`config.mk`:
```
export PLATFORM = sky130hd
export DESIGN_NAME = date_add_days_top
export DESIGN_NICKNAME = d
export VERILOG_FILES = /design/src/design/dad_pkg.sv /design/src/design/dad_ctrl.sv /design/src/design/dad_datapath.sv /design/src/design/date_add_days_top.sv
export SDC_FILE = /design/constraint.sdc
export NUM_CORES = 1
export LEC_CHECK = 0
export ABC_AREA = 1
export BUFFER_PORTS_ARGS = -buffer_cell sky130_fd_sc_hd__buf_4
export CORE_ASPECT_RATIO = 0.9
export CORE_UTILIZATION = 26
export DETAILED_ROUTE_END_ITERATION = 12
export GPL_ROUTABILITY_DRIVEN = 1
export GPL_TIMING_DRIVEN = 0
export PLACE_DENSITY = 0.41
export SYNTH_ARGS = -nofsm -noshare
export SYNTH_HDL_FRONTEND = slang
export SYNTH_SLANG_ARGS = --single-unit
```
`constraint.sdc`:
```
create_clock -name clk -period 5.9 [get_ports clk]
set_input_delay 0 -clock clk [delete_from_list [all_inputs] [get_ports clk]]
set_output_delay 0 -clock clk [all_outputs]
set_load 0.01 [all_outputs]
```
`src/design/dad_pkg.sv`:
```
// Shared types, constants and calendar functions of the date shifter.
package dad_pkg;

  localparam int OFFSET_WIDTH = 17;
  localparam int YEAR_W  = 14;
  localparam int MONTH_W = 4;
  localparam int DAYIN_W = 6;
  localparam int DAY_W   = 5;
  localparam int WDAY_W  = 3;
  localparam int YDAY_W  = 9;

  // Working day count: holds the offset plus a month length, and 366 as a signed value.
  localparam int DW = (OFFSET_WIDTH + 1 > 11) ? OFFSET_WIDTH + 1 : 11;

  localparam int S_YEAR_LSB  = 0;
  localparam int S_MONTH_LSB = S_YEAR_LSB + YEAR_W;
  localparam int S_DAY_LSB   = S_MONTH_LSB + MONTH_W;
  localparam int S_OFF_LSB   = S_DAY_LSB + DAYIN_W;
  localparam int S_FIELDS_W  = S_OFF_LSB + OFFSET_WIDTH;
  localparam int S_DATA_W    = ((S_FIELDS_W + 7) / 8) * 8;

  localparam int M_YEAR_LSB  = 0;
  localparam int M_MONTH_LSB = M_YEAR_LSB + YEAR_W;
  localparam int M_DAY_LSB   = M_MONTH_LSB + MONTH_W;
  localparam int M_WDAY_LSB  = M_DAY_LSB + DAY_W;
  localparam int M_YDAY_LSB  = M_WDAY_LSB + WDAY_W;
  localparam int M_OOR_BIT   = M_YDAY_LSB + YDAY_W;
  localparam int M_FIELDS_W  = M_OOR_BIT + 1;
  localparam int M_DATA_W    = ((M_FIELDS_W + 7) / 8) * 8;

  localparam logic [YEAR_W-1:0]  YEAR_MIN  = 14'd1;
  localparam logic [YEAR_W-1:0]  YEAR_MAX  = 14'd9999;
  localparam logic [YEAR_W-1:0]  YEAR_PAST = 14'd10000;
  localparam logic [4:0]         YEAR_MAX_MOD25 = 5'd24;
  localparam logic [4:0]         YEAR_MIN_MOD25 = 5'd1;

  localparam logic [MONTH_W-1:0] MONTH_JAN = 4'd1;
  localparam logic [MONTH_W-1:0] MONTH_FEB = 4'd2;
  localparam logic [MONTH_W-1:0] MONTH_DEC = 4'd12;
  localparam logic [DAY_W-1:0]   DAY_LAST_DEC = 5'd31;
  localparam logic [8:0]         YEAR_DAYS = 9'd365;

  // floor(y / 25) = (y * 20972) >> 19, exact for y below 2**14.
  localparam logic [14:0] DIV25_MUL   = 15'd20972;
  localparam int          DIV25_SHIFT = 19;
  // floor(s / 7) = (s * 149797) >> 20, exact for s below 2**14.
  localparam logic [17:0] DIV7_MUL    = 18'd149797;
  localparam int          DIV7_SHIFT  = 20;

  typedef enum logic [3:0] {
    ST_IDLE, ST_INIT_Q, ST_INIT_R, ST_CLAMP, ST_STEP,
    ST_SAT, ST_WK_Q, ST_WK_SUM, ST_WK_MOD, ST_DONE
  } ctrl_state_t;

  typedef enum logic [3:0] {
    OP_NONE, OP_LOAD, OP_INIT_Q, OP_INIT_R, OP_CLAMP, OP_STEP,
    OP_SAT, OP_WK_Q, OP_WK_SUM, OP_WK_MOD, OP_OUT
  } dp_op_t;

  typedef struct packed {
    logic settled;   // date fits its month, or the year left the range
    logic out_free;  // output register can take a result this cycle
  } dp_status_t;

  // Gregorian leap rule from the low year bits and the year modulo 25.
  function automatic logic is_leap(input logic [3:0] ylow, input logic [4:0] ymod25);
    logic div25;
    div25 = (ymod25 == 5'd0);
    return ((ylow[1:0] == 2'd0) && !div25) || ((ylow == 4'd0) && div25);
  endfunction

  function automatic logic [4:0] mod25_step(input logic [4:0] r, input logic up);
    logic [4:0] res;
    if (up) begin
      res = (r == 5'd24) ? 5'd0 : r + 5'd1;
    end else begin
      res = (r == 5'd0) ? 5'd24 : r - 5'd1;
    end
    return res;
  endfunction

  function automatic logic [4:0] month_len(input logic [3:0] m, input logic leap);
    logic [4:0] len;
    case (m)
      4'd2:                      len = 5'd28 + {4'd0, leap};
      4'd4, 4'd6, 4'd9, 4'd11:   len = 5'd30;
      default:                   len = 5'd31;
    endcase
    return len;
  endfunction

  // Days in the months before m, common year.
  function automatic logic [8:0] days_before(input logic [3:0] m);
    logic [8:0] n;
    case (m)
      4'd2:    n = 9'd31;
      4'd3:    n = 9'd59;
      4'd4:    n = 9'd90;
      4'd5:    n = 9'd120;
      4'd6:    n = 9'd151;
      4'd7:    n = 9'd181;
      4'd8:    n = 9'd212;
      4'd9:    n = 9'd243;
      4'd10:   n = 9'd273;
      4'd11:   n = 9'd304;
      4'd12:   n = 9'd334;
      default: n = 9'd0;
    endcase
    return n;
  endfunction

  // Month term (13*m + 8) / 5 of the weekday formula, January and February
  // counted as months 13 and 14 of the year before.
  function automatic logic [5:0] month_term(input logic [3:0] m);
    logic [5:0] t;
    case (m)
      4'd1:    t = 6'd35;
      4'd2:    t = 6'd38;
      4'd3:    t = 6'd9;
      4'd4:    t = 6'd12;
      4'd5:    t = 6'd14;
      4'd6:    t = 6'd17;
      4'd7:    t = 6'd19;
      4'd8:    t = 6'd22;
      4'd9:    t = 6'd25;
      4'd10:   t = 6'd27;
      4'd11:   t = 6'd30;
      default: t = 6'd32;
    endcase
    return t;
  endfunction

endpackage

```
`src/design/dad_ctrl.sv`:
```
// Sequencer of the date shifter: walks the datapath through one request.
module dad_ctrl (
  input  logic                clk,
  input  logic                rst,
  input  logic                s_tvalid,
  output logic                s_tready,
  input  dad_pkg::dp_status_t status,
  output dad_pkg::dp_op_t     op
);
  import dad_pkg::*;

  ctrl_state_t state, state_next;

  always_ff @(posedge clk) begin
    if (rst) begin
      state <= ST_IDLE;
    end else begin
      state <= state_next;
    end
  end

  always_comb begin
    state_next = state;
    op         = OP_NONE;
    s_tready   = 1'b0;
    case (state)
      ST_IDLE: begin
        s_tready = 1'b1;
        if (s_tvalid) begin
          op         = OP_LOAD;
          state_next = ST_INIT_Q;
        end
      end
      ST_INIT_Q: begin
        op         = OP_INIT_Q;
        state_next = ST_INIT_R;
      end
      ST_INIT_R: begin
        op         = OP_INIT_R;
        state_next = ST_CLAMP;
      end
      ST_CLAMP: begin
        op         = OP_CLAMP;
        state_next = ST_STEP;
      end
      ST_STEP: begin
        if (status.settled) begin
          state_next = ST_SAT;
        end else begin
          op = OP_STEP;
        end
      end
      ST_SAT: begin
        op         = OP_SAT;
        state_next = ST_WK_Q;
      end
      ST_WK_Q: begin
        op         = OP_WK_Q;
        state_next = ST_WK_SUM;
      end
      ST_WK_SUM: begin
        op         = OP_WK_SUM;
        state_next = ST_WK_MOD;
      end
      ST_WK_MOD: begin
        op         = OP_WK_MOD;
        state_next = ST_DONE;
      end
      ST_DONE: begin
        if (status.out_free) begin
          op         = OP_OUT;
          state_next = ST_IDLE;
        end
      end
      default: begin
        state_next = ST_IDLE;
      end
    endcase
  end

endmodule

```
`src/design/dad_datapath.sv`:
```
// Datapath of the date shifter: date registers, year and month stepping, weekday.
module dad_datapath (
  input  logic                          clk,
  input  logic                          rst,
  input  dad_pkg::dp_op_t               op,
  input  logic [dad_pkg::S_DATA_W-1:0]  s_tdata,
  output dad_pkg::dp_status_t           status,
  output logic                          m_tvalid,
  input  logic                          m_tready,
  output logic [dad_pkg::M_DATA_W-1:0]  m_tdata
);
  import dad_pkg::*;

  logic [YEAR_W-1:0]        y;
  logic [MONTH_W-1:0]       m;
  logic signed [DW-1:0]     d;
  logic [4:0]               r25;
  logic                     flag;
  logic [OFFSET_WIDTH-1:0]  off;
  logic [8:0]               q25;
  logic [13:0]              wsum;
  logic [10:0]              q7;

  logic [YEAR_W-1:0]   year_o;
  logic [MONTH_W-1:0]  month_o;
  logic [DAY_W-1:0]    day_o;
  logic [WDAY_W-1:0]   wday_o;
  logic [YDAY_W-1:0]   yday_o;
  logic                oor_o;

  logic [YEAR_W-1:0]   yin;
  logic [MONTH_W-1:0]  min;
  logic [YEAR_W-1:0]   y_p1, y_m1, yy, mul_src;
  logic [4:0]          r25_p1, r25_m1;
  logic                leap_c, leap_p, leap_m, early;
  logic [4:0]          md, md_prev;
  logic [8:0]          len_fwd, len_bwd;
  logic signed [DW-1:0] md_s, lf_s, lb_s, back_sum, off_s, dcl_s;
  logic [5:0]          dcl;
  logic                fwd, bwd, yr_out;
  logic [28:0]         prod25;
  logic [31:0]         prod7;
  logic [13:0]         wk_rem;
  logic [13:0]         r25_full;

  assign yin = s_tdata[S_YEAR_LSB +: YEAR_W];
  assign min = s_tdata[S_MONTH_LSB +: MONTH_W];

  assign y_p1   = y + 14'd1;
  assign y_m1   = y - 14'd1;
  assign r25_p1 = mod25_step(r25, 1'b1);
  assign r25_m1 = mod25_step(r25, 1'b0);
  assign leap_c = is_leap(y[3:0], r25);
  assign leap_p = is_leap(y_p1[3:0], r25_p1);
  assign leap_m = is_leap(y_m1[3:0], r25_m1);
  assign early  = (m <= MONTH_FEB);

  assign md      = month_len(m, leap_c);
  assign md_prev = month_len(m - 4'd1, leap_c);
  // Twelve months forward from (y, m) cross February of y or of y + 1;
  // twelve months back cross February of y - 1 or of y.
  assign len_fwd = YEAR_DAYS + {8'd0, early ? leap_c : leap_p};
  assign len_bwd = YEAR_DAYS + {8'd0, early ? leap_m : leap_c};

  assign md_s     = $signed({{(DW-5){1'b0}}, md});
  assign lf_s     = $signed({{(DW-9){1'b0}}, len_fwd});
  assign lb_s     = $signed({{(DW-9){1'b0}}, len_bwd});
  assign back_sum = d + lb_s;
  assign off_s    = $signed({{(DW-OFFSET_WIDTH){off[OFFSET_WIDTH-1]}}, off});

  assign fwd    = (d > md_s);
  assign bwd    = d[DW-1] || (d == '0);
  assign yr_out = (y == '0) || (y == YEAR_PAST);

  assign status.settled  = yr_out || (!fwd && !bwd);
  assign status.out_free = !m_tvalid || m_tready;

  // Day clamp to 1..month length.
  always_comb begin
    dcl = d[5:0];
    if (dcl == 6'd0) begin
      dcl = 6'd1;
    end else if (dcl > {1'b0, md}) begin
      dcl = {1'b0, md};
    end
  end
  assign dcl_s = $signed({{(DW-6){1'b0}}, dcl});

  // Shared divide-by-25 multiplier: start year at setup, weekday year later.
  assign yy      = early ? y_m1 : y;
  assign mul_src = (op == OP_INIT_Q) ? y : yy;
  assign prod25  = {15'd0, mul_src} * {14'd0, DIV25_MUL};
  assign prod7   = {18'd0, wsum} * {14'd0, DIV7_MUL};
  assign r25_full = y - ({5'd0, q25} * 14'd25);
  assign wk_rem   = wsum - ({3'd0, q7} * 14'd7);

  always_ff @(posedge clk) begin
    case (op)
      OP_LOAD: begin
        if (yin == '0) begin
          y    <= YEAR_MIN;
          flag <= 1'b1;
        end else if (yin > YEAR_MAX) begin
          y    <= YEAR_MAX;
          flag <= 1'b1;
        end else begin
          y    <= yin;
          flag <= 1'b0;
        end
        if (min == 4'd0) begin
          m <= MONTH_JAN;
        end else if (min > MONTH_DEC) begin
          m <= MONTH_DEC;
        end else begin
          m <= min;
        end
        d   <= $signed({{(DW-DAYIN_W){1'b0}}, s_tdata[S_DAY_LSB +: DAYIN_W]});
        off <= s_tdata[S_OFF_LSB +: OFFSET_WIDTH];
      end
      OP_INIT_Q: begin
        q25 <= prod25[DIV25_SHIFT +: 9];
      end
      OP_INIT_R: begin
        r25 <= r25_full[4:0];
      end
      OP_CLAMP: begin
        d <= dcl_s + off_s;
      end
      OP_STEP: begin
        if (fwd) begin
          if (d > lf_s) begin
            y   <= y_p1;
            r25 <= r25_p1;
            d   <= d - lf_s;
          end else begin
            d <= d - md_s;
            if (m == MONTH_DEC) begin
              m   <= MONTH_JAN;
              y   <= y_p1;
              r25 <= r25_p1;
            end else begin
              m <= m + 4'd1;
            end
          end
        end else if (bwd) begin
          if (back_sum[DW-1] || (back_sum == '0)) begin
            y   <= y_m1;
            r25 <= r25_m1;
            d   <= back_sum;
          end else if (m == MONTH_JAN) begin
            m   <= MONTH_DEC;
            y   <= y_m1;
            r25 <= r25_m1;
            d   <= d + $signed({{(DW-5){1'b0}}, DAY_LAST_DEC});
          end else begin
            m <= m - 4'd1;
            d <= d + $signed({{(DW-5){1'b0}}, md_prev});
          end
        end
      end
      OP_SAT: begin
        if (y == YEAR_PAST) begin
          y    <= YEAR_MAX;
          m    <= MONTH_DEC;
          d    <= $signed({{(DW-5){1'b0}}, DAY_LAST_DEC});
          r25  <= YEAR_MAX_MOD25;
          flag <= 1'b1;
        end else if (y == '0) begin
          y    <= YEAR_MIN;
          m    <= MONTH_JAN;
          d    <= $signed({{(DW-1){1'b0}}, 1'b1});
          r25  <= YEAR_MIN_MOD25;
          flag <= 1'b1;
        end
      end
      OP_WK_Q: begin
        q25 <= prod25[DIV25_SHIFT +: 9];
      end
      OP_WK_SUM: begin
        wsum <= yy + {2'd0, yy[13:2]} - {7'd0, q25[8:2]} + {9'd0, q25[8:4]}
              + {8'd0, month_term(m)} + {9'd0, d[4:0]};
      end
      OP_WK_MOD: begin
        q7 <= prod7[DIV7_SHIFT +: 11];
      end
      OP_OUT: begin
        year_o  <= y;
        month_o <= m;
        day_o   <= d[4:0];
        wday_o  <= wk_rem[2:0];
        yday_o  <= {4'd0, d[4:0]} + days_before(m) + {8'd0, (m > MONTH_FEB) && leap_c};
        oor_o   <= flag;
      end
      default: begin
      end
    endcase
  end

  always_ff @(posedge clk) begin
    if (rst) begin
      m_tvalid <= 1'b0;
    end else if (op == OP_OUT) begin
      m_tvalid <= 1'b1;
    end else if (m_tready) begin
      m_tvalid <= 1'b0;
    end
  end

  assign m_tdata = {{(M_DATA_W-M_FIELDS_W){1'b0}}, oor_o, yday_o, wday_o, day_o, month_o, year_o};

endmodule

```
`src/design/date_add_days_top.sv`:
```
// Top level of the Gregorian date shifter: sequencer plus datapath.
//
//  Channel  Dir  Handshake          Payload (low bit first)
//  -------  ---  -----------------  ----------------------------------------------------
//  s_*      in   s_tvalid/s_tready  year_in 14, month_in 4, day_in 6, day_offset 17 signed
//  m_*      out  m_tvalid/m_tready  year_out 14, month_out 4, day_out 5, weekday 3,
//                                   year_day 9, out_of_range 1
//
// One request is worked at a time. Its run time grows with each whole year and each
// single month stepped, which is bounded by the offset. The year/month stepping
// loop in the datapath does these steps; each year step moves 365 or 366 days.
// Reset is synchronous and active high; it clears the sequencer and the output
// valid flag. A result waits in the output register while the next request is
// taken; the block only stalls at its last step when that register is still full.
module date_add_days_top (
  input  logic                         clk,
  input  logic                         rst,
  input  logic                         s_tvalid,
  output logic                         s_tready,
  // year_in[13:0], month_in[17:14], day_in[23:18], day_offset[40:24], zero pad
  input  logic [dad_pkg::S_DATA_W-1:0] s_tdata,
  output logic                         m_tvalid,
  input  logic                         m_tready,
  // year_out[13:0], month_out[17:14], day_out[22:18], weekday[25:23],
  // year_day[34:26], out_of_range[35], zero pad
  output logic [dad_pkg::M_DATA_W-1:0] m_tdata
);
  import dad_pkg::*;

  dp_op_t     op;
  dp_status_t status;

  // The sequencer owns the input handshake and issues one command per cycle.
  dad_ctrl u_ctrl (
    .clk      (clk),
    .rst      (rst),
    .s_tvalid (s_tvalid),
    .s_tready (s_tready),
    .status   (status),
    .op       (op)
  );

  // The datapath holds the working date and the output register.
  dad_datapath u_dp (
    .clk      (clk),
    .rst      (rst),
    .op       (op),
    .s_tdata  (s_tdata),
    .status   (status),
    .m_tvalid (m_tvalid),
    .m_tready (m_tready),
    .m_tdata  (m_tdata)
  );

endmodule

```
==> metrics.yaml <==
placement:
  dpl.hpwl_mm: 47.2
  portBuffers: 82
  globalplace.congestion: 0.891
clocking:
  path_clk_slew_ps: 80
  cts_buffer_depth: 2
  cts_tree: "yes"
  cts_buffers: 17
  clock_sinks: 141
  root_buffer: "clkbuf_16"
  clk_latency_ps: 460
  cts_max_level: 4
critical_path:
  r2r-end: "u_dp.q25[7]"
  critical_path.startpoint_type: "register"
  reg2reg_slack_ps: -100
  worst_setup_path_end_kind: "register"
  crit_type: "register to register"
  cp_max_fo: 7
  reg2reg_depth: 26
  cp.arrival_ps: 6220
  critical_path_required_ps: 6120
  r2r_start: "u_dp.y[6]"
global_route:
  grt_first_pass_wirelength_mm: 88.7
  grt_max_degree: 23
  antenna_found_initial: 0
  grt-ovfl-total: 0
  grt_pass1_vias: 14600
  grt_usage: 0.175
sta:
  worstMarginPinSlew_ps: 1240
  rsz0062_at_grt: "yes"
  hold_violations: 0
  final-setup-viol-count: 6
  maxSlewViolCount: 0
  hold_slack_ps: 57.1
  fin_crit_sh: 1.02
  period_needed_ps: 6000
  skew_ps: 10.8
  timing.fmax_mhz: 167
  slew_headroom: 0.172
  fin_ws_ps: -105
routing:
  remaining_drc_errors: 6
  via_per_inst: 4.59
  wl_per_cell_um: 18.1
  detail-route-antenna-nets: 0
  routed_wl_mm: 58.6
  num_vias: 14900
  detail_route.iter0.violations: 1164
  first_pass_iters: 9
logic_synthesis:
  synth_flop_cell: "edfxtp_1"
  syn_area_mm2: 0.0173
  synth_area_leaders: "edfxtp_1 (21%), ha_1 (17%), fa_1 (14%), inv_1 (9.0%), nand2_1 (7.5%)"
  async_reset_ff_frac: 0
  synth_compound_area_frac: 0.101
  yosys.area_share.simple: 0.188
  synth_seq_cells: 141
  synth_cell_type_count: 60
  synth_mux_area_frac: 0.000578
  netlist_instances: 2129
  synth.largest_area_cell: "edfxtp_1"
  postSynthAreaPerCell_um2: 8.13
  ys_seq_area_frac: 0.233
  synth_top_family_by_area: "adder cells"
  yosys.area.top_type_share: 0.210
  yosysMostFrequentCell: "inv_1"
  synthTopCellsByCount: "inv_1 (417), nand2_1 (348), ha_1 (238), nor2_1 (135), o21ai_0 (127)"
  synthAdderAreaFrac: 0.307
  ys_warn_count: 0
  synth_edf_count: 121
  synthXorXnorAreaFrac: 0.0581
run_status:
  violations: "DRC, setup timing"
  run_status: "complete, but fails checks"
floorplan:
  start_util: 0.263
  rows: 89
  dieWidth_um: 274
  die_h_um: 247
  dieArea_mm2: 0.0676
  coreArea_mm2: 0.0657
  io_pins: 94
layout:
  diodes: 0
  drive_gt1_frac: 0.187
  nNetsFinal: 2766
  syn_to_final_growth_pct: 24.6
  fin_util: 0.328
min_path:
  hold_class: "primary input to register"
  holdPathEnd: "u_dp.m[2]"
  hold_depth: 5
  hold_start: "s_tdata[16]"
job:
  drv_cap: 0
kinds of logic after synthesis:
family / Yosys count
AND/OR/NAND/NOR: 724
buffers and inverters: 486
adder cells (fa/ha/maj): 355
AO/OA/AOI/OAI: 307
flip-flops: 141
XOR/XNOR: 114
other: 1
multiplexers: 1
timing repair:
action	CTS	global route
hold endpoints to repair	40	0
hold buffers	38	0
gates resized for setup	160	67
endpoints found under the setup margin	63	35
pin swaps	50	49
setup buffers	70	16
metrics by stage:
step,area (um^2),TNS [ps],instances,worst slack [ps]
after floorplan,17300,0,2133,7.20
after global placement,19000,-35840,3079,-1510
after detailed placement,19100,-23290,3082,-1480
after CTS,21200,-364,3221,-116
after global routing,21600,-2500,3236,-360
final,21600,-437,3236,-105
final cells by class:
| cell class | instances | area [um^2] |
|---|---|---|
| fillers | 7007 | 44100 |
| multi-input cells | 1506 | 12100 |
| flip-flops and latches | 141 | 4030 |
| repair buffers | 208 | 1730 |
| inverters | 435 | 1660 |
| well taps | 864 | 1080 |
| clock buffers | 17 | 425 |
| plain buffers | 50 | 327 |
| clock inverters | 15 | 164 |
cells in the final DEF (no fill, tap or decap), drive strengths merged, types with 25 or more instances in the layout:
master,instances
inv,443
nand2,368
ha,238
buf,204
o21ai,146
nor2,142
edfxtp,121
nand3,121
fa,117
a21oi,90
xor2,84
dlygate4sd3,38
clkbuf,33
nor3,32
xnor2,30
nand4,29
o211ai,25
critical path: stages (launching register included):
cell and delay (ps):
edfxtp_1 520, nor2_1 380, nand2_2 170, nor3_2 160
xor2_1 140, nand2_1 140, o21ai_4 80, o21ai_4 210
inv_2 90, fa_1 570, inv_2 50, ha_4 250
inv_2 30, fa_1 520, inv_2 40, fa_1 490
inv_2 40, fa_1 520, inv_2 60, ha_4 290
nand4_1 160, nor3_2 200, nand3_1 130, nand3_2 150
a21o_1 170, a21oi_2 60, xor2_1 140
metal layers:
metal  share of wire  track usage
met1            0.51        0.261
met2            0.43        0.262
met3           0.053       0.0352
met4           0.010       0.0250
met5               0            0
worst max-delay path by stage:
stage               startpoint          end  slack [ps]  cells after the start
global route         u_dp.y[0]  u_dp.q25[7]        -360                     32
floorplan            u_dp.y[2]  u_dp.q25[8]           7                     29
global placement     u_dp.m[0]  u_dp.q25[8]       -1510                     28
CTS                  u_dp.y[0]  u_dp.q25[7]        -120                     29
finish               u_dp.y[6]  u_dp.q25[7]        -100                     26
detailed placement   u_dp.m[0]  u_dp.q25[8]       -1480                     28
Power is left out: the tool's default activity adds up to more than one toggle a clock period on the data nets, which glitch-free logic cannot reach.
